**src/nsc_pkg.sv**
```systemverilog
// nsc_pkg: shared types, constants and codes of the NMEA sentence checker.
// Used by every module in src except nsc_checker; depends on nothing.
package nsc_pkg;

    localparam int HEADER_W     = 40;
    localparam int COMMAS_W     = 6;
    localparam int CFG_IDX_W    = 2;
    localparam int QUEUE_DEPTH  = 4;

    localparam logic [HEADER_W-1:0] HEADER_RESET = 40'h47_50_59_42_4D; // "GPYBM"
    localparam logic [COMMAS_W-1:0] COMMAS_RESET = 6'd23;
    localparam logic [COMMAS_W-1:0] COMMAS_MAX   = 6'd63;

    localparam logic [COMMAS_W-1:0] MAIN_COMMA = 6'd16;
    localparam logic [COMMAS_W-1:0] VICE_COMMA = 6'd17;
    localparam logic [COMMAS_W-1:0] SAT_COMMA  = 6'd18;

    localparam logic [2:0] HEADER_LEN = 3'd5;

    // register indexes on the config port
    localparam logic [CFG_IDX_W-1:0] REG_EXPECTED_HEADER = 2'd0;
    localparam logic [CFG_IDX_W-1:0] REG_EXPECTED_COMMAS = 2'd1;

    // characters
    localparam logic [7:0] CH_DOLLAR = 8'h24;
    localparam logic [7:0] CH_LF     = 8'h0A;
    localparam logic [7:0] CH_STAR   = 8'h2A;
    localparam logic [7:0] CH_COMMA  = 8'h2C;
    localparam logic [7:0] CH_ZERO   = 8'h30;
    localparam logic [7:0] CH_NINE   = 8'h39;
    localparam logic [7:0] CH_FIVE   = 8'h35;
    localparam logic [7:0] CH_UPPER_A = 8'h41;
    localparam logic [7:0] CH_UPPER_F = 8'h46;

    typedef enum logic [2:0] {
        OUT_OK           = 3'd0,
        OUT_BAD_HEX      = 3'd1,
        OUT_SUM_MISMATCH = 3'd2,
        OUT_HEADER       = 3'd3,
        OUT_COMMAS       = 3'd4,
        OUT_MAIN_STATUS  = 3'd5,
        OUT_VICE_STATUS  = 3'd6
    } outcome_t;

    typedef enum logic [1:0] {
        TAIL_BODY    = 2'd0,
        TAIL_HEX_HI  = 2'd1,
        TAIL_HEX_LO  = 2'd2,
        TAIL_WAIT_LF = 2'd3
    } tail_t;

    // one classified word as it travels from front to back
    typedef struct packed {
        logic [7:0] data;
        logic       is_dollar;
        logic       is_lf;
        logic       is_star;
        logic       is_comma;
        logic       is_digit;
        logic       is_status;  // '0'..'5'
        logic       hex_ok;     // '0'..'9' or 'A'..'F'
        logic [3:0] nibble;     // hex value, also the decimal digit value
    } byte_class_t;

    // queue status toward the back end
    typedef struct packed {
        logic valid;
    } queue_ctl_t;

endpackage

```
**src/nsc_front.sv**
```systemverilog
// nsc_front: input handshake and character classification.
// Depends on nsc_pkg.
module nsc_front (
    input  logic                 in_valid,
    output logic                 in_stall,
    input  logic [7:0]           rx_byte,
    input  logic                 q_full,
    output logic                 q_push,
    output nsc_pkg::byte_class_t q_item
);

    logic is_dec;
    logic is_uhex;

    assign in_stall = q_full;
    assign q_push   = in_valid && !q_full;

    assign is_dec  = (rx_byte >= nsc_pkg::CH_ZERO) && (rx_byte <= nsc_pkg::CH_NINE);
    assign is_uhex = (rx_byte >= nsc_pkg::CH_UPPER_A) && (rx_byte <= nsc_pkg::CH_UPPER_F);

    always_comb
    begin
        q_item           = '0;
        q_item.data      = rx_byte;
        q_item.is_dollar = (rx_byte == nsc_pkg::CH_DOLLAR);
        q_item.is_lf     = (rx_byte == nsc_pkg::CH_LF);
        q_item.is_star   = (rx_byte == nsc_pkg::CH_STAR);
        q_item.is_comma  = (rx_byte == nsc_pkg::CH_COMMA);
        q_item.is_digit  = is_dec;
        q_item.is_status = (rx_byte >= nsc_pkg::CH_ZERO) && (rx_byte <= nsc_pkg::CH_FIVE);
        q_item.hex_ok    = is_dec || is_uhex;
        if (is_uhex)
        begin
            // 'A'..'F' -> 10..15: low three bits are 1..6
            q_item.nibble = rx_byte[3:0] + 4'd9;
        end
        else if (is_dec)
        begin
            q_item.nibble = rx_byte[3:0];
        end
        else
        begin
            q_item.nibble = 4'd0;
        end
    end

endmodule

```
**src/nsc_queue.sv**
```systemverilog
// nsc_queue: small FIFO of classified words between front and back.
// Depends on nsc_pkg.
module nsc_queue #(
    parameter int DEPTH = nsc_pkg::QUEUE_DEPTH
) (
    input  logic                 clk,
    input  logic                 rst_n,
    input  logic                 push,
    input  nsc_pkg::byte_class_t push_item,
    output logic                 full,
    output nsc_pkg::queue_ctl_t  ctl_out,  // .valid driven here
    input  logic                 pop,
    output nsc_pkg::byte_class_t head_item
);

    localparam int PTR_W = (DEPTH > 1) ? $clog2(DEPTH) : 1;
    localparam int CNT_W = $clog2(DEPTH + 1);

    nsc_pkg::byte_class_t entries [DEPTH];

    logic [PTR_W-1:0] wr_ptr_reg, wr_ptr_next;
    logic [PTR_W-1:0] rd_ptr_reg, rd_ptr_next;
    logic [CNT_W-1:0] count_reg, count_next;
    logic             do_pop;

    assign full          = (count_reg == CNT_W'(DEPTH));
    assign ctl_out.valid = (count_reg != '0);
    assign do_pop        = pop && (count_reg != '0);
    assign head_item     = entries[rd_ptr_reg];

    always_comb
    begin
        wr_ptr_next = wr_ptr_reg;
        rd_ptr_next = rd_ptr_reg;
        count_next  = count_reg;
        if (push)
        begin
            wr_ptr_next = (wr_ptr_reg == PTR_W'(DEPTH - 1)) ? '0 : wr_ptr_reg + 1'b1;
        end
        if (do_pop)
        begin
            rd_ptr_next = (rd_ptr_reg == PTR_W'(DEPTH - 1)) ? '0 : rd_ptr_reg + 1'b1;
        end
        if (push && !do_pop)
        begin
            count_next = count_reg + 1'b1;
        end
        else if (do_pop && !push)
        begin
            count_next = count_reg - 1'b1;
        end
    end

    always_ff @(posedge clk or negedge rst_n)
    begin
        if (!rst_n)
        begin
            wr_ptr_reg <= '0;
            rd_ptr_reg <= '0;
            count_reg  <= '0;
        end
        else
        begin
            wr_ptr_reg <= wr_ptr_next;
            rd_ptr_reg <= rd_ptr_next;
            count_reg  <= count_next;
        end
    end

    always_ff @(posedge clk)
    begin
        if (push)
        begin
            entries[wr_ptr_reg] <= push_item;
        end
    end

endmodule

```
**src/nsc_back.sv**
```systemverilog
// nsc_back: sentence state, field capture, verdict and output register.
// Depends on nsc_pkg; fed by nsc_queue.
module nsc_back (
    input  logic                           clk,
    input  logic                           rst_n,
    input  logic                           cfg_we,
    input  logic [nsc_pkg::CFG_IDX_W-1:0]  cfg_index,
    input  logic [nsc_pkg::HEADER_W-1:0]   cfg_wdata,
    input  nsc_pkg::queue_ctl_t            q_ctl,   // .valid used here
    input  nsc_pkg::byte_class_t           q_item,
    output logic                           q_pop,
    output logic                           out_valid,
    input  logic                           out_stall,
    output logic [2:0]                     outcome,
    output logic [2:0]                     main_status,
    output logic [2:0]                     vice_status,
    output logic [7:0]                     satellites,
    output logic [7:0]                     computed_sum
);

    localparam int HW = nsc_pkg::HEADER_W;
    localparam int CW = nsc_pkg::COMMAS_W;

    // configuration
    logic [HW-1:0] exp_header_reg;
    logic [CW-1:0] exp_commas_reg;

    // sentence state
    logic          in_sentence_reg, in_sentence_next;
    logic [7:0]    xor_acc_reg, xor_acc_next;
    logic [HW-1:0] header_shift_reg, header_shift_next;
    logic [2:0]    header_count_reg, header_count_next;
    logic [CW-1:0] comma_count_reg, comma_count_next;
    nsc_pkg::tail_t tail_reg, tail_next;
    logic [7:0]    recv_sum_reg, recv_sum_next;
    logic          hex_bad_reg, hex_bad_next;
    logic          main_ok_reg, main_ok_next;
    logic [2:0]    main_val_reg, main_val_next;
    logic          vice_ok_reg, vice_ok_next;
    logic [2:0]    vice_val_reg, vice_val_next;
    logic [7:0]    sat_acc_reg, sat_acc_next;
    logic          sat_frac_reg, sat_frac_next;
    logic          after_comma_reg, after_comma_next;

    // output register
    logic          out_valid_reg, out_valid_next;
    nsc_pkg::outcome_t outcome_reg, verdict;
    logic [2:0]    main_out_reg, vice_out_reg;
    logic [7:0]    sat_out_reg, sum_out_reg;

    logic          step;        // a word is consumed this cycle
    logic          live;        // consumed word belongs to an open sentence
    logic          emit;
    logic          body;
    logic [11:0]   sat_mac;

    assign q_pop = q_ctl.valid && (!out_valid_reg || !out_stall);
    assign step  = q_pop;
    assign live  = step && in_sentence_reg && !q_item.is_dollar;
    assign emit  = live && q_item.is_lf;
    assign body  = live && !q_item.is_lf && (tail_reg == nsc_pkg::TAIL_BODY)
                   && !q_item.is_star;

    assign sat_mac = ({4'd0, sat_acc_reg} * 12'd10) + {8'd0, q_item.nibble};

    // tail phase sequencing
    always_comb
    begin
        tail_next = tail_reg;
        if (step && q_item.is_dollar)
        begin
            tail_next = nsc_pkg::TAIL_BODY;
        end
        else if (live && !q_item.is_lf)
        begin
            case (tail_reg)
                nsc_pkg::TAIL_BODY:    tail_next = q_item.is_star ? nsc_pkg::TAIL_HEX_HI
                                                                  : nsc_pkg::TAIL_BODY;
                nsc_pkg::TAIL_HEX_HI:  tail_next = nsc_pkg::TAIL_HEX_LO;
                nsc_pkg::TAIL_HEX_LO:  tail_next = nsc_pkg::TAIL_WAIT_LF;
                nsc_pkg::TAIL_WAIT_LF: tail_next = nsc_pkg::TAIL_WAIT_LF;
                default:               tail_next = nsc_pkg::TAIL_BODY;
            endcase
        end
    end

    // field datapath
    always_comb
    begin
        in_sentence_next  = in_sentence_reg;
        xor_acc_next      = xor_acc_reg;
        header_shift_next = header_shift_reg;
        header_count_next = header_count_reg;
        comma_count_next  = comma_count_reg;
        recv_sum_next     = recv_sum_reg;
        hex_bad_next      = hex_bad_reg;
        main_ok_next      = main_ok_reg;
        main_val_next     = main_val_reg;
        vice_ok_next      = vice_ok_reg;
        vice_val_next     = vice_val_reg;
        sat_acc_next      = sat_acc_reg;
        sat_frac_next     = sat_frac_reg;
        after_comma_next  = after_comma_reg;

        if (step && q_item.is_dollar)
        begin
            in_sentence_next  = 1'b1;
            xor_acc_next      = '0;
            header_shift_next = '0;
            header_count_next = '0;
            comma_count_next  = '0;
            recv_sum_next     = '0;
            hex_bad_next      = 1'b0;
            main_ok_next      = 1'b0;
            main_val_next     = '0;
            vice_ok_next      = 1'b0;
            vice_val_next     = '0;
            sat_acc_next      = '0;
            sat_frac_next     = 1'b0;
            after_comma_next  = 1'b0;
        end
        else if (emit)
        begin
            in_sentence_next = 1'b0;
        end
        else if (body)
        begin
            xor_acc_next = xor_acc_reg ^ q_item.data;
            if (header_count_reg < nsc_pkg::HEADER_LEN)
            begin
                header_shift_next = {header_shift_reg[HW-9:0], q_item.data};
                header_count_next = header_count_reg + 1'b1;
            end
            else
            begin
                if (after_comma_reg && (comma_count_reg == nsc_pkg::MAIN_COMMA))
                begin
                    main_ok_next  = q_item.is_status;
                    main_val_next = q_item.is_status ? q_item.nibble[2:0] : 3'd0;
                end
                if (after_comma_reg && (comma_count_reg == nsc_pkg::VICE_COMMA))
                begin
                    vice_ok_next  = q_item.is_status;
                    vice_val_next = q_item.is_status ? q_item.nibble[2:0] : 3'd0;
                end
                if (q_item.is_comma)
                begin
                    if (comma_count_reg != nsc_pkg::COMMAS_MAX)
                    begin
                        comma_count_next = comma_count_reg + 1'b1;
                    end
                    after_comma_next = 1'b1;
                end
                else
                begin
                    after_comma_next = 1'b0;
                    if ((comma_count_reg == nsc_pkg::SAT_COMMA) && !sat_frac_reg)
                    begin
                        if (q_item.is_digit)
                        begin
                            sat_acc_next = (sat_mac > 12'd255) ? 8'hFF : sat_mac[7:0];
                        end
                        else
                        begin
                            sat_frac_next = 1'b1;
                        end
                    end
                end
            end
        end
        else if (live && !q_item.is_lf)
        begin
            if (tail_reg == nsc_pkg::TAIL_HEX_HI || tail_reg == nsc_pkg::TAIL_HEX_LO)
            begin
                if (!q_item.hex_ok)
                begin
                    hex_bad_next = 1'b1;
                end
                if (tail_reg == nsc_pkg::TAIL_HEX_HI)
                begin
                    recv_sum_next = {q_item.nibble, 4'd0};
                end
                else
                begin
                    recv_sum_next = {recv_sum_reg[7:4], q_item.nibble};
                end
            end
        end
    end

    // verdict: first failing check wins
    always_comb
    begin
        if ((tail_reg != nsc_pkg::TAIL_WAIT_LF) || hex_bad_reg)
        begin
            verdict = nsc_pkg::OUT_BAD_HEX;
        end
        else if (recv_sum_reg != xor_acc_reg)
        begin
            verdict = nsc_pkg::OUT_SUM_MISMATCH;
        end
        else if ((header_count_reg != nsc_pkg::HEADER_LEN)
                 || (header_shift_reg != exp_header_reg))
        begin
            verdict = nsc_pkg::OUT_HEADER;
        end
        else if (comma_count_reg != exp_commas_reg)
        begin
            verdict = nsc_pkg::OUT_COMMAS;
        end
        else if (!main_ok_reg)
        begin
            verdict = nsc_pkg::OUT_MAIN_STATUS;
        end
        else if (!vice_ok_reg)
        begin
            verdict = nsc_pkg::OUT_VICE_STATUS;
        end
        else
        begin
            verdict = nsc_pkg::OUT_OK;
        end
    end

    always_comb
    begin
        if (emit)
        begin
            out_valid_next = 1'b1;
        end
        else if (!out_stall)
        begin
            out_valid_next = 1'b0;
        end
        else
        begin
            out_valid_next = out_valid_reg;
        end
    end

    always_ff @(posedge clk or negedge rst_n)
    begin
        if (!rst_n)
        begin
            exp_header_reg   <= nsc_pkg::HEADER_RESET;
            exp_commas_reg   <= nsc_pkg::COMMAS_RESET;
            in_sentence_reg  <= 1'b0;
            xor_acc_reg      <= '0;
            header_shift_reg <= '0;
            header_count_reg <= '0;
            comma_count_reg  <= '0;
            tail_reg         <= nsc_pkg::TAIL_BODY;
            recv_sum_reg     <= '0;
            hex_bad_reg      <= 1'b0;
            main_ok_reg      <= 1'b0;
            main_val_reg     <= '0;
            vice_ok_reg      <= 1'b0;
            vice_val_reg     <= '0;
            sat_acc_reg      <= '0;
            sat_frac_reg     <= 1'b0;
            after_comma_reg  <= 1'b0;
            out_valid_reg    <= 1'b0;
        end
        else
        begin
            if (cfg_we && (cfg_index == nsc_pkg::REG_EXPECTED_HEADER))
            begin
                exp_header_reg <= cfg_wdata;
            end
            if (cfg_we && (cfg_index == nsc_pkg::REG_EXPECTED_COMMAS))
            begin
                exp_commas_reg <= cfg_wdata[CW-1:0];
            end
            in_sentence_reg  <= in_sentence_next;
            xor_acc_reg      <= xor_acc_next;
            header_shift_reg <= header_shift_next;
            header_count_reg <= header_count_next;
            comma_count_reg  <= comma_count_next;
            tail_reg         <= tail_next;
            recv_sum_reg     <= recv_sum_next;
            hex_bad_reg      <= hex_bad_next;
            main_ok_reg      <= main_ok_next;
            main_val_reg     <= main_val_next;
            vice_ok_reg      <= vice_ok_next;
            vice_val_reg     <= vice_val_next;
            sat_acc_reg      <= sat_acc_next;
            sat_frac_reg     <= sat_frac_next;
            after_comma_reg  <= after_comma_next;
            out_valid_reg    <= out_valid_next;
        end
    end

    // result payload, loaded only with a verdict
    always_ff @(posedge clk)
    begin
        if (emit)
        begin
            outcome_reg  <= verdict;
            main_out_reg <= main_val_reg;
            vice_out_reg <= vice_val_reg;
            sat_out_reg  <= sat_acc_reg;
            sum_out_reg  <= xor_acc_reg;
        end
    end

    assign out_valid    = out_valid_reg;
    assign outcome      = outcome_reg;
    assign main_status  = main_out_reg;
    assign vice_status  = vice_out_reg;
    assign satellites   = sat_out_reg;
    assign computed_sum = sum_out_reg;

endmodule

```
**src/nmea_sentence_checker_top.sv**
```systemverilog
// nmea_sentence_checker_top: NMEA sentence checksum and field checker.
// Instantiates nsc_front, nsc_queue and nsc_back; depends on nsc_pkg.
//
//  channel  | handshake             | payload
//  ---------+-----------------------+---------------------------------------------
//  input    | in_valid / in_stall   | rx_byte
//  result   | out_valid / out_stall | outcome, main_status, vice_status,
//           |                       | satellites, computed_sum
//  config   | cfg_we                | cfg_index, cfg_wdata (no read-back)
//
// One word per cycle sustained while no verdict is held by out_stall. A taken
// line feed is written into the queue; from the queue head the sentence engine
// runs it into the output register, where the verdict shows. Words waiting
// ahead of it in the queue delay the verdict.
// Reset clears the queue and all sentence state at once and loads the
// config registers with "GPYBM" and 23 commas; no clearing pass.
// in_stall rises only when the queue is full, which happens only while a
// finished verdict is held by out_stall; the queue depth sets how many words
// still get in after the result side stalls.
module nmea_sentence_checker_top #(
    parameter int QUEUE_DEPTH = nsc_pkg::QUEUE_DEPTH
) (
    input  logic                          clk,
    input  logic                          rst_n,
    // config write port
    input  logic                          cfg_we,
    input  logic [nsc_pkg::CFG_IDX_W-1:0] cfg_index,
    input  logic [nsc_pkg::HEADER_W-1:0]  cfg_wdata,
    // byte stream in
    input  logic                          in_valid,
    output logic                          in_stall,
    input  logic [7:0]                    rx_byte,
    // verdicts out
    output logic                          out_valid,
    input  logic                          out_stall,
    output logic [2:0]                    outcome,
    output logic [2:0]                    main_status,
    output logic [2:0]                    vice_status,
    output logic [7:0]                    satellites,
    output logic [7:0]                    computed_sum
);

    logic                 q_full;
    logic                 q_push;
    logic                 q_pop;
    nsc_pkg::byte_class_t push_item;
    nsc_pkg::byte_class_t head_item;
    nsc_pkg::queue_ctl_t  q_ctl;

    // front: handshake and per-character classification
    nsc_front u_front (
        .in_valid  (in_valid),
        .in_stall  (in_stall),
        .rx_byte   (rx_byte),
        .q_full    (q_full),
        .q_push    (q_push),
        .q_item    (push_item)
    );

    // decoupling queue; lets the input keep flowing while a verdict waits
    nsc_queue #(
        .DEPTH (QUEUE_DEPTH)
    ) u_queue (
        .clk       (clk),
        .rst_n     (rst_n),
        .push      (q_push),
        .push_item (push_item),
        .full      (q_full),
        .ctl_out   (q_ctl),
        .pop       (q_pop),
        .head_item (head_item)
    );

    // back: sentence engine and result register
    nsc_back u_back (
        .clk          (clk),
        .rst_n        (rst_n),
        .cfg_we       (cfg_we),
        .cfg_index    (cfg_index),
        .cfg_wdata    (cfg_wdata),
        .q_ctl        (q_ctl),
        .q_item       (head_item),
        .q_pop        (q_pop),
        .out_valid    (out_valid),
        .out_stall    (out_stall),
        .outcome      (outcome),
        .main_status  (main_status),
        .vice_status  (vice_status),
        .satellites   (satellites),
        .computed_sum (computed_sum)
    );

endmodule

```
**config.mk**
```make
export PLATFORM = sky130hd
export DESIGN_NAME = nmea_sentence_checker_top
export DESIGN_NICKNAME = d
export VERILOG_FILES = /design/src/nsc_pkg.sv /design/src/nsc_front.sv /design/src/nsc_queue.sv /design/src/nsc_back.sv /design/src/nmea_sentence_checker_top.sv
export SDC_FILE = /design/constraint.sdc
export NUM_CORES = 1
export LEC_CHECK = 0
export BUFFER_PORTS_ARGS = -buffer_cell sky130_fd_sc_hd__buf_2
export CELL_PAD_IN_SITES_DETAIL_PLACEMENT = 1
export CELL_PAD_IN_SITES_GLOBAL_PLACEMENT = 2
export CORE_MARGIN = 5
export CORE_UTILIZATION = 46
export DETAILED_ROUTE_END_ITERATION = 10
export GPL_ROUTABILITY_DRIVEN = 0
export GPL_TIMING_DRIVEN = 0
export MAX_ROUTING_LAYER = met4
export PLACE_DENSITY = 0.8
export REMOVE_ABC_BUFFERS = 1
export SYNTH_ARGS = -nofsm -noshare
export SYNTH_HDL_FRONTEND = slang
export SYNTH_SLANG_ARGS = --single-unit
```
**constraint.sdc**
```tcl
create_clock -name clk -period 6 [get_ports clk]
set_clock_uncertainty 0.2 [all_clocks]
set_input_delay 1.2 -clock clk [delete_from_list [all_inputs] [get_ports clk]]
set_output_delay 1.2 -clock clk [all_outputs]
set_load 0.02 [all_outputs]
```
==> key figures, run 1 <==
Final layout
  • Max reg flops: 76
  • Fin nets: 960
  • FF+latch area: 6590 sq um
  • Commonest non-fill, non-tap cell in the layout: dfrtp_1
  • P&R area growth vs syn: 15.5%
  • Layout cell share with drive strength beyond 1: 25.9%
  • Filler cell count: between 2k and 2.5k
  • Antenna diodes: 0
  • Most frequent cells in the layout: dfrtp_1, edfxtp_1, buf_2, mux2_2, xor2_1
  • Footprint of the multi-input gates: between 3000 and 4000 sq um

Routing
  • DR vias/cell: 5.39
  • Iter 0 DRT Violations: 228
  • DRT antenna net count: 0
  • Final wirelength: ~24000 um
  • Pre-antenna DRT Iters: 4
  • WL/cell: 20.0 um
  • Routed via count: 6491
  • DRC: 0

Power
  • Switch share: between 30% and 40%
  • Clock network fraction of design power: 27.6%
  • P_sw: approximately 2.0 mW
  • Total power draw: roughly 5.7 mW
  • Flop pwr share: 42.6%
  • Power Density: approximately 460 nW/um^2
  • Peak supply drop: between 0.2 and 0.25 mV
  • Logic pwr share: 29.8%
  • P_leak: 5.21 nW
  • Pint: 3.70 mW

Timing
  • Slew Limit Fails: 0
  • RSZ-0062 raised after global routing: false
  • Setup_tns: 0 ns
  • Max Fclk: 244 MHz
  • Final hold slack: ~0.26 ns
  • Relative slew slack: a little under a fifth
  • Final Hold Viols: 0
  • Period minus WS final: 4.10 ns
  • Slew @ Worst Pin: 1.22 ns
  • Setup ws final: between 1.5 and 2 ns
  • Final setup vio count: 0
  • Final worst-path cycle share: 68.3%

Clocking
  • Htree depth: 1
  • Clock sink count: 242
  • Clock Tree Buf Depth: 3
  • TritonCTS clock tree: built
  • Clock latency on the worst-skew pair: 0.53 ns
  • Setup bufs post-CTS: 0
  • CTS resizes: 0
  • Clock Pin Slew Worst Setup and Hold Paths: 0.06 ns
  • CTS Buf Count: 26
  • CTS root buf: clkbuf_16
  • Cts hold-fix bufs: 0

Placed design
  • PortBufs: 81
  • Pre-CTS setup slack: 1.51 ns
  • HPWL after detailed placement: 17000 um

Critical path
  • Max FO, Critical Path: 31
  • R2R Setup Slk: 1.90 ns
  • Critical Path Start Type: flop
  • Critical path required time: 6.22 ns
  • Cells on worst reg2reg path: 8
  • Crit Path Class: reg -> reg
  • RR Startpoint: u_queue.rd_ptr_reg[1]
  • CP endpoint kind: flop
  • Arr. time, crit path: 4.31 ns
  • CP startpoint: u_queue.rd_ptr_reg[1]

Global routing
  • Number of global-route vias before repair: 7179
  • First-pass GRT wire length: 39700 um
  • Tot GR Track Use: 19.2%
  • Initial antenna violation count: 0
  • Grt ovf: 0
  • Pin count of the biggest net entering global routing: 87

Flow run
  • Max Cap Viol: 0

Die
  • Initial Utilization: 46.3%
  • Die area: 26600 sq um
  • IO Pins: 82
  • Die extent in x: 163 um
  • Row Count: 56
  • CORE AREA: 23300 sq um
  • Die Span Y: 163 um

Hold path
  • Hold path cells: 0
  • Hold Crit Start: u_back.main_val_reg[0]
  • Min-Delay Path Class: reg -> reg

Synthesis
  • Ranking of synthesized cells by area: edfxtp_1, dfrtp_1, dfstp_2
  • Leading area contributor after synthesis: edfxtp_1
  • Sequential area share after synthesis: 61.2%
  • Post-Syn Area: 10800 sq um
  • Unique masters post-synth: 58
  • FFs w/ async S/R, synth: between 50% and 60%
  • Yosys reg bits: between 200 and 250
  • Share of the synthesized area in the top cell type: around 28%
  • Syn_area_per_cell: 13.9 sq um
  • Synth Instances: approximately 770
  • Primary FF master, synth: dfrtp_1
  • Post-synth EDFFs: ~100
  • Synth warn: 0

Run status
  • Status: finished clean
[per-layer routing]
layer,global-route usage (%),up-vias,wire length (um),share of wire [%]
met5,-,-,0,0
met4,3.81,0,431,1.8
met3,2.96,40,961,4.0
met2,33.1,105,12500,52
met1,24.3,3332,10100,42
li1,-,3014,-,-
[per-stage QoR]
stage                     utilization (%)  std cells  cell area (sq um)
after detailed placement             49.8       1156              11600
after global placement               49.2       1147              11500
final                                53.4       1204              12400
after CTS                            53.4       1204              12400
after floorplan                         -        747              10600
after global routing                 53.4       1204              12400
[final timing paths]
kind | endpoint
max in group asynchronous | u_back.exp_header_reg[32]
hold reg to reg | u_back.main_status[0]
setup reg to reg | u_back.header_shift_reg[11]
min in group asynchronous | u_back.header_shift_reg[34]
hold / removal | u_back.main_status[0]
setup / recovery | u_back.header_shift_reg[11]
[critical path, stage by stage (launching register included)]
cell and delay, ns:
dfrtp_1 0.98, mux4_2 0.44, and3_1 0.99, o211ai_1 0.32, buf_4 0.26, buf_6 0.15
buf_4 0.17, buf_4 0.19, a22o_1 0.25
[logic make-up (layout without fill, tap and decap cells)]
group                      Yosys count  in the layout  share of synthesized area, %
DFF                                242            242                          61.2
and+or+nand+nor                    185            185                          9.02
AOI/OAI and AO/OA                  106            106                          7.14
muxes                               80             80                          10.2
xor gates and xnor gates            70             70                          5.70
buffers and inverters               50            162                          1.91
adders and majority gates           40             40                          4.86
[final cells by class]
cell class / count / share of cell area (%)
clock buffers: 33 / 5.61
clock inverters: 15 / 1.13
inverters: 24 / 0.725
multi-input cells: 481 / 32.0
flip-flops and latches: 242 / 53.0
well taps: 319 / 3.21
repair buffers: 90 / 4.27
[power by group through the flow]
stage          sequential [mW]  clock [mW]  combinational, mW
4_1_cts                   2.43        1.61               1.72
5_1_grt                   2.47        1.68               1.86
3_5_place_dp              2.46           0               1.71
6_report                  2.42        1.56               1.69
3_3_place_gp              2.43           0               1.57
2_1_floorplan             2.43           0               1.06
[synth_stat cells (8+ instances only)]
| library cell | count |
|---|---|
| and2_1 | 10 |
| a21oi_1 | 15 |
| clkbuf_1 | 15 |
| o2bb2ai_1 | 8 |
| xor2_1 | 46 |
| buf_2 | 8 |
| dfstp_2 | 20 |
| a22o_1 | 39 |
| nor2_1 | 43 |
| edfxtp_1 | 101 |
| mux4_2 | 19 |
| inv_1 | 24 |
| mux2_2 | 46 |
| nor3_1 | 15 |
| mux2i_1 | 15 |
| nand3_1 | 14 |
| dfrtp_1 | 121 |
| ha_1 | 37 |
| nor4_1 | 13 |
| nand2_1 | 42 |
| o21ai_0 | 24 |
| xnor2_1 | 24 |
No activity file was read; power rests on OpenSTA's default activity.
==> run 2, diff against run 1 <==
CORE_UTILIZATION = 43   (was 46)
PLACE_DENSITY = 0.76   (was 0.8)
clock period = 3.9 ns   (was 6 ns; I/O delays follow)
==> run 2 against run 1 <==
  * Critical path depth grew 1
  * Die area grew 6.5%
  * Hold slack lost 0.0095 ns
  * First-iteration DRC count grew 59%
  * Sequential power grew 53%
  * Non-clock buffer count grew 2
  * Cell count grew 1.2%
  * Worst setup slack lost 1.5 ns
  * Critical path type unchanged
  * Highest routed layer unchanged
==> key figures, run 2 (same netlist as run 1, synthesis figures left out) <==
Critical path
  • Arr. time, crit path: 3.72 ns (-0.59 ns)
  • CP endpoint kind: flop
  • Critical path required time: 4.10 ns (-2.12 ns)
  • Max FO, Critical Path: 12 (-61%)
  • Critical Path Start Type: flop
  • Crit Path Class: reg -> reg

Routing
  • DRC: 0 (unchanged)
  • Routed via count: 6567 (+1.2%)
  • Pre-antenna DRT Iters: 6 (+2)
  • Iter 0 DRT Violations: 362 (+59%)
  • DR vias/cell: 5.39 (about the same)
  • Final wirelength: 24500 um (+1.9%)
  • WL/cell: 20.1 um (+0.60%)
  • DRT antenna net count: 0 (unchanged)

Timing
  • Slew @ Worst Pin: 1.22 ns (-0.00233 ns)
  • Final Hold Viols: 0 (unchanged)
  • Setup ws final: 0.379 ns (-1.53 ns)
  • Period minus WS final: 3.52 ns (-0.575 ns)
  • Final setup vio count: 0 (unchanged)
  • Final worst-path cycle share: 90.3% (+22 points)
  • Slew Limit Fails: 0 (unchanged)
  • Relative slew slack: 18.9% (+0.066 points)
  • Max Fclk: 284 MHz (+16%)
  • RSZ-0062 raised after global routing: false

Final layout
  • Footprint of the multi-input gates: 3980 sq um (about the same)
  • Commonest non-fill, non-tap cell in the layout: dfrtp_1
  • P&R area growth vs syn: 16.9%
  • Most frequent cells in the layout: dfrtp_1, edfxtp_1, buf_2, mux2_2, xor2_1
  • Filler cell count: 2505 (+8.2%)
  • Final Core Density: 50.5% (-2.9 points)
  • Post-route insts no fill: 1219 (+1.2%)
  • Antenna diodes: 0 (unchanged)
  • FF+latch area: 6590 sq um (about the same)
  • Fin nets: 963 (+0.31%)
  • Layout cell share with drive strength beyond 1: 25.9% (about the same)
  • Max reg flops: 76 (unchanged)
  • Final instance area: 12600 sq um (+1.2%)

Clocking
  • Htree depth: 1 (unchanged)
  • CTS Buf Count: 27 (+3.8%)
  • CTS root buf: clkbuf_16
  • Clock Tree Buf Depth: 3 (unchanged)
  • TritonCTS clock tree: built
  • Clock latency on the worst-skew pair: 0.53 ns (about the same)
  • Clock sink count: 242 (unchanged)
  • Clock Pin Slew Worst Setup and Hold Paths: 0.06 ns (about the same)

Global routing
  • Initial antenna violation count: 0 (unchanged)
  • First-pass GRT wire length: 39700 um (unchanged)
  • Grt ovf: 0 (unchanged)
  • Tot GR Track Use: 17.9% (-1.3 points)
  • Pin count of the biggest net entering global routing: 101 (+16%)
  • Number of global-route vias before repair: 7143 (-0.50%)

Die
  • Die area: 28300 sq um (+6.5%)
  • CORE AREA: 24900 sq um (+7.0%)
  • Row Count: 58 (+3.6%)
  • Die Span Y: 168 um (+3.2%)
  • Die extent in x: 168 um (+3.2%)
  • Initial Utilization: 43.2% (-3.0 points)
  • IO Pins: 82 (unchanged)

Placed design
  • Pre-CTS setup slack: -0.913 ns (-2.43 ns)
  • Post-Place Cell Area: 11600 sq um (about the same)
  • HPWL after detailed placement: 17100 um (+0.60%)
  • PortBufs: 81 (unchanged)
  • # placed instances: 1166 (+0.87%)

Power
  • Peak supply drop: 0.347 mV (+44%)
  • Power Density: 722 nW/um^2 (+58%)
  • P_leak: 5.27 nW (+1.0%)

Run status
  • Status: finished clean

Hold path
  • Min-Delay Path Class: reg -> reg

Flow run
  • Max Cap Viol: 0 (unchanged)
[run 2: cell count changes in the layout (fill, tap and decap cells not counted), sizes merged]
cell         delta
buf             +1
bufinv          +4
clkinv          -3
inv             +1
dlygate4sd3     +1
[run 2: what timing repair did]
item,in CTS,in global routing
setup endpoints to repair,58,11
pin swaps,1,0
hold endpoints to repair,37,0
hold buffers,1,0
gates resized for setup,4,1
buffers inserted,1,1
[run 2: layout make-up]
| cell class | count | area share, % |
|---|---|---|
| Clock inverter | 17 | 1.86 |
| Tap cell | 330 | 3.28 |
| Sequential cell | 242 | 52.4 |
| Timing Repair Buffer | 92 | 4.45 |
| Multi-Input combinational cell | 481 | 31.7 |
| Clock buffer | 33 | 5.63 |
| Inverter | 24 | 0.716 |
[run 2: stage by stage]
step                      total power, mW  TNS, ns  hold slack (ns)
after floorplan                      5.37   -44.03            0.225
after global placement               6.16  -181.03            0.250
after detailed placement             6.41   -30.49            0.240
after CTS                            9.18        0            0.240
after global routing                 9.61        0            0.263
final                                9.08        0            0.250
[run 2: worst max-delay path: stages (launching register included)]
cell and delay [ns]:
dfrtp_4 0.59, mux4_2 0.64, ha_1 0.26, fa_1 0.40, and2_1 0.17, o21ai_1 0.26, nor3b_1 0.22, mux2i_1 0.23
nor3_1 0.31, o2bb2ai_1 0.09
[run 2: path summary, 6_finish.rpt]
kind	from	end	cells past startpoint	slack (ns)
worst max register to register	u_queue.rd_ptr_reg[0]	u_back.sat_acc_reg[7]	9	0.38
max in group asynchronous	rst_n	u_back.exp_header_reg[19]	3	2.12
worst max-delay path	u_queue.rd_ptr_reg[0]	u_back.sat_acc_reg[7]	9	0.38
min in group asynchronous	rst_n	u_back.exp_header_reg[18]	2	0.55
worst min register to register	u_back.vice_val_reg[2]	u_back.vice_status[2]	0	0.25
worst min-delay path	u_back.vice_val_reg[2]	u_back.vice_status[2]	0	0.25
[run 2: routing by layer]
metal  share of wire (%)  track usage (%)  wire [um]
met1                  44             23.3      10900
met2                  50             29.9      12200
met3                 3.9             2.72        945
met4                 1.9             4.02        467
met5                   0                -          0
[run 2: power breakdown]
part | switching (mW) | total [mW] | internal, mW
Combinational | 1.66 | 2.68 | 1.02
Sequential | 0.407 | 3.71 | 3.30
Clock | 1.01 | 2.69 | 1.68
==> run 3, diff against run 2 <==
==> constraint.sdc (replaced) <==
create_clock -name clk -period 3.9 [get_ports clk]
set_clock_uncertainty 0.2 [all_clocks]
set_input_delay 0 -clock clk [delete_from_list [all_inputs] [get_ports clk]]
set_output_delay 0 -clock clk [all_outputs]
set_load 0.02 [all_outputs]
==> run 3 against run 2 <==
  * Global-route usage grew 1.3 points
  * Final area increased by 6.5%
  * Register-to-register slack about the same
  * Cell count grew 6.6%
  * Critical path depth is the same
  * Critical endpoint unchanged
  * Fmax barely moved
  * Clock power barely moved
  * Clock-buffer cell count did not move
  * Highest routed layer unchanged
  * Largest power group unchanged
  * Largest cell class unchanged
==> key figures, run 3 (same netlist as run 1, synthesis figures left out) <==
Run status
  • Status: finished clean

Global routing
  • Number of global-route vias before repair: 7655 (+7.2%)
  • Grt ovf: 0 (unchanged)
  • Tot GR Track Use: 19.2% (+1.3 points)
  • Pin count of the biggest net entering global routing: 101 (unchanged)
  • Initial antenna violation count: 0 (unchanged)
  • First-pass GRT wire length: 42300 um (+6.7%)

Timing
  • Final hold slack: 0.0422 ns (-0.208 ns)
  • Final Hold Viols: 0 (unchanged)
  • Relative slew slack: 21.1% (+2.2 points)
  • Slew Limit Fails: 0 (unchanged)
  • Final setup vio count: 0 (unchanged)
  • Max Fclk: 284 MHz (about the same)
  • Final worst-path cycle share: 90.2% (about the same)
  • Slew @ Worst Pin: 1.18 ns (-0.0336 ns)
  • Setup_tns: 0 ns (unchanged)
  • RSZ-0062 raised after global routing: false
  • Period minus WS final: 3.52 ns (-0.00301 ns)

Power
  • Power Density: 688 nW/um^2 (-4.7%)
  • Peak supply drop: 0.347 mV (about the same)
  • Total power draw: 9.21 mW (+1.5%)
  • P_leak: 5.61 nW (+6.5%)

Routing
  • DR vias/cell: 5.31 (-1.4%)
  • Iter 0 DRT Violations: 314 (-13%)
  • WL/cell: 20.2 um (+0.69%)
  • Top sig layer: met4
  • Routed wl met2: 13200 um (+7.9%)
  • DRT antenna net count: 0 (unchanged)
  • WL met1: 11400 um (+4.8%)
  • Routed wl met3: 1030 um (+9.3%)
  • Routed via count: 6907 (+5.2%)
  • Final wirelength: 26300 um (+7.4%)
  • Pre-antenna DRT Iters: 8 (+2)
  • DRC: 0 (unchanged)

Hold path
  • Min-Delay Path Class: in -> reg

Critical path
  • CP startpoint: u_queue.rd_ptr_reg[0]
  • CP endpoint kind: flop
  • Critical R2R Capture: u_back.sat_acc_reg[7]
  • R2R Setup Slk: 0.38 ns (about the same)
  • Crit path max-delay cell type: mux4_2
  • End of the critical path: u_back.sat_acc_reg[7]
  • Crit Path Class: reg -> reg
  • Max FO, Critical Path: 12 (unchanged)
  • Arr. time, crit path: 3.72 ns (about the same)
  • Critical path required time: 4.10 ns (about the same)
  • RR Startpoint: u_queue.rd_ptr_reg[0]
  • CP cell instances: mux4_2 > ha_1 > fa_1 > and2_1 > o21ai_1 > nor3b_1 > mux2i_1 > nor3_1 > o2bb2ai_1
  • CP max stage delay: 0.64 ns (about the same)
  • Critical Path Start Type: flop
  • Cells on worst reg2reg path: 9 (unchanged)

Die
  • Row Count: 58 (unchanged)
  • IO Pins: 82 (unchanged)
  • Die Span Y: 168 um (unchanged)
  • Die extent in x: 168 um (unchanged)
  • Initial Utilization: 43.2% (unchanged)
  • Die area: 28300 sq um (unchanged)
  • CORE AREA: 24900 sq um (unchanged)

Final layout
  • P&R area growth vs syn: 24.5%
  • Antenna diodes: 0 (unchanged)
  • Layout cell share with drive strength beyond 1: 23.8% (-2.1 points)
  • Commonest non-fill, non-tap cell in the layout: dfrtp_1
  • Most frequent cells in the layout: dfrtp_1, edfxtp_1, dlygate4sd3_1, buf_2
  • Final Core Density: 53.8% (+3.3 points)
  • Max reg flops: 76 (unchanged)
  • Fin nets: 1044 (+8.4%)
  • Post-route insts no fill: 1300 (+6.6%)

Clocking
  • Clock sink count: 242 (unchanged)
  • CTS root buf: clkbuf_16
  • TritonCTS clock tree: built
  • Clock Pin Slew Worst Setup and Hold Paths: 0.06 ns (about the same)
  • Clock Tree Buf Depth: 3 (unchanged)
  • Clock latency on the worst-skew pair: 0.53 ns (about the same)
  • Htree depth: 1 (unchanged)
  • CTS Buf Count: 27 (unchanged)

Placed design
  • HPWL after detailed placement: 17100 um (unchanged)
  • # placed instances: 1166 (unchanged)
  • PortBufs: 81 (unchanged)

Flow run
  • Max Cap Viol: 0 (unchanged)
run 3: cell types whose count changed in the layout (fill, tap and decap cells not counted), sizes merged:
cell,previous run,this run
dlygate4sd3,1,81
buf,91,92
run 3: what timing repair did:
action / CTS / global route
setup endpoints to repair: 58 / 19
buffers inserted: 1 / 1
hold buffers: 82 / 0
endpoints found under the hold margin: 254 / 0
resized for setup: 4 / 1
pin swaps: 1 / 0
run 3: worst min-delay path by stage:
stage                        from                         to  cells past startpoint
floorplan                   rst_n     u_back.after_comma_reg                      0
global placement    cfg_wdata[18]  u_back.exp_header_reg[18]                      3
detailed placement          rst_n  u_back.exp_header_reg[18]                      1
CTS                 cfg_wdata[15]  u_back.exp_header_reg[15]                      3
global route        cfg_wdata[39]  u_back.exp_header_reg[39]                      3
finish               cfg_wdata[7]   u_back.exp_header_reg[7]                      3
run 3: area by class of cell:
type	count	area (sq um)
Multi-Input combinational cell	481	3980
Sequential cell	242	6590
Fill cell	2452	11500
Inverter	24	90.1
Clock buffer	33	708
Tap cell	330	413
Clock inverter	17	234
Timing Repair Buffer	173	1380
run 3: stage by stage:
stage	instance area [sq um]	setup WS (ns)
3_5_place_dp	11600	-0.913
4_1_cts	13400	0.0699
5_1_grt	13400	0.118
6_report	13400	0.382
2_1_floorplan	10600	-0.473
3_3_place_gp	11500	-2.01
run 3: power by group:
part           internal, mW  total [mW]  switching [mW]
combinational          1.11        2.81            1.69
clock                  1.68        2.70            1.01
sequential             3.30        3.71           0.410
run 3: routing by layer:
layer | vias up | GRT usage [%]
li1 | 3197 | -
met1 | 3532 | 24.4
met2 | 127 | 32.5
met3 | 51 | 2.49
met4 | 0 | 5.19
met5 | - | -
run 3: worst max-delay path: cells and delay by family, from the launching register on:
kind	cells	cell delay, ns
adder cells (fa/ha/maj)	2	0.66
AO/OA/AOI/OAI	2	0.35
flip-flops	1	0.59
multiplexers	2	0.87
AND/OR/NAND/NOR	3	0.70
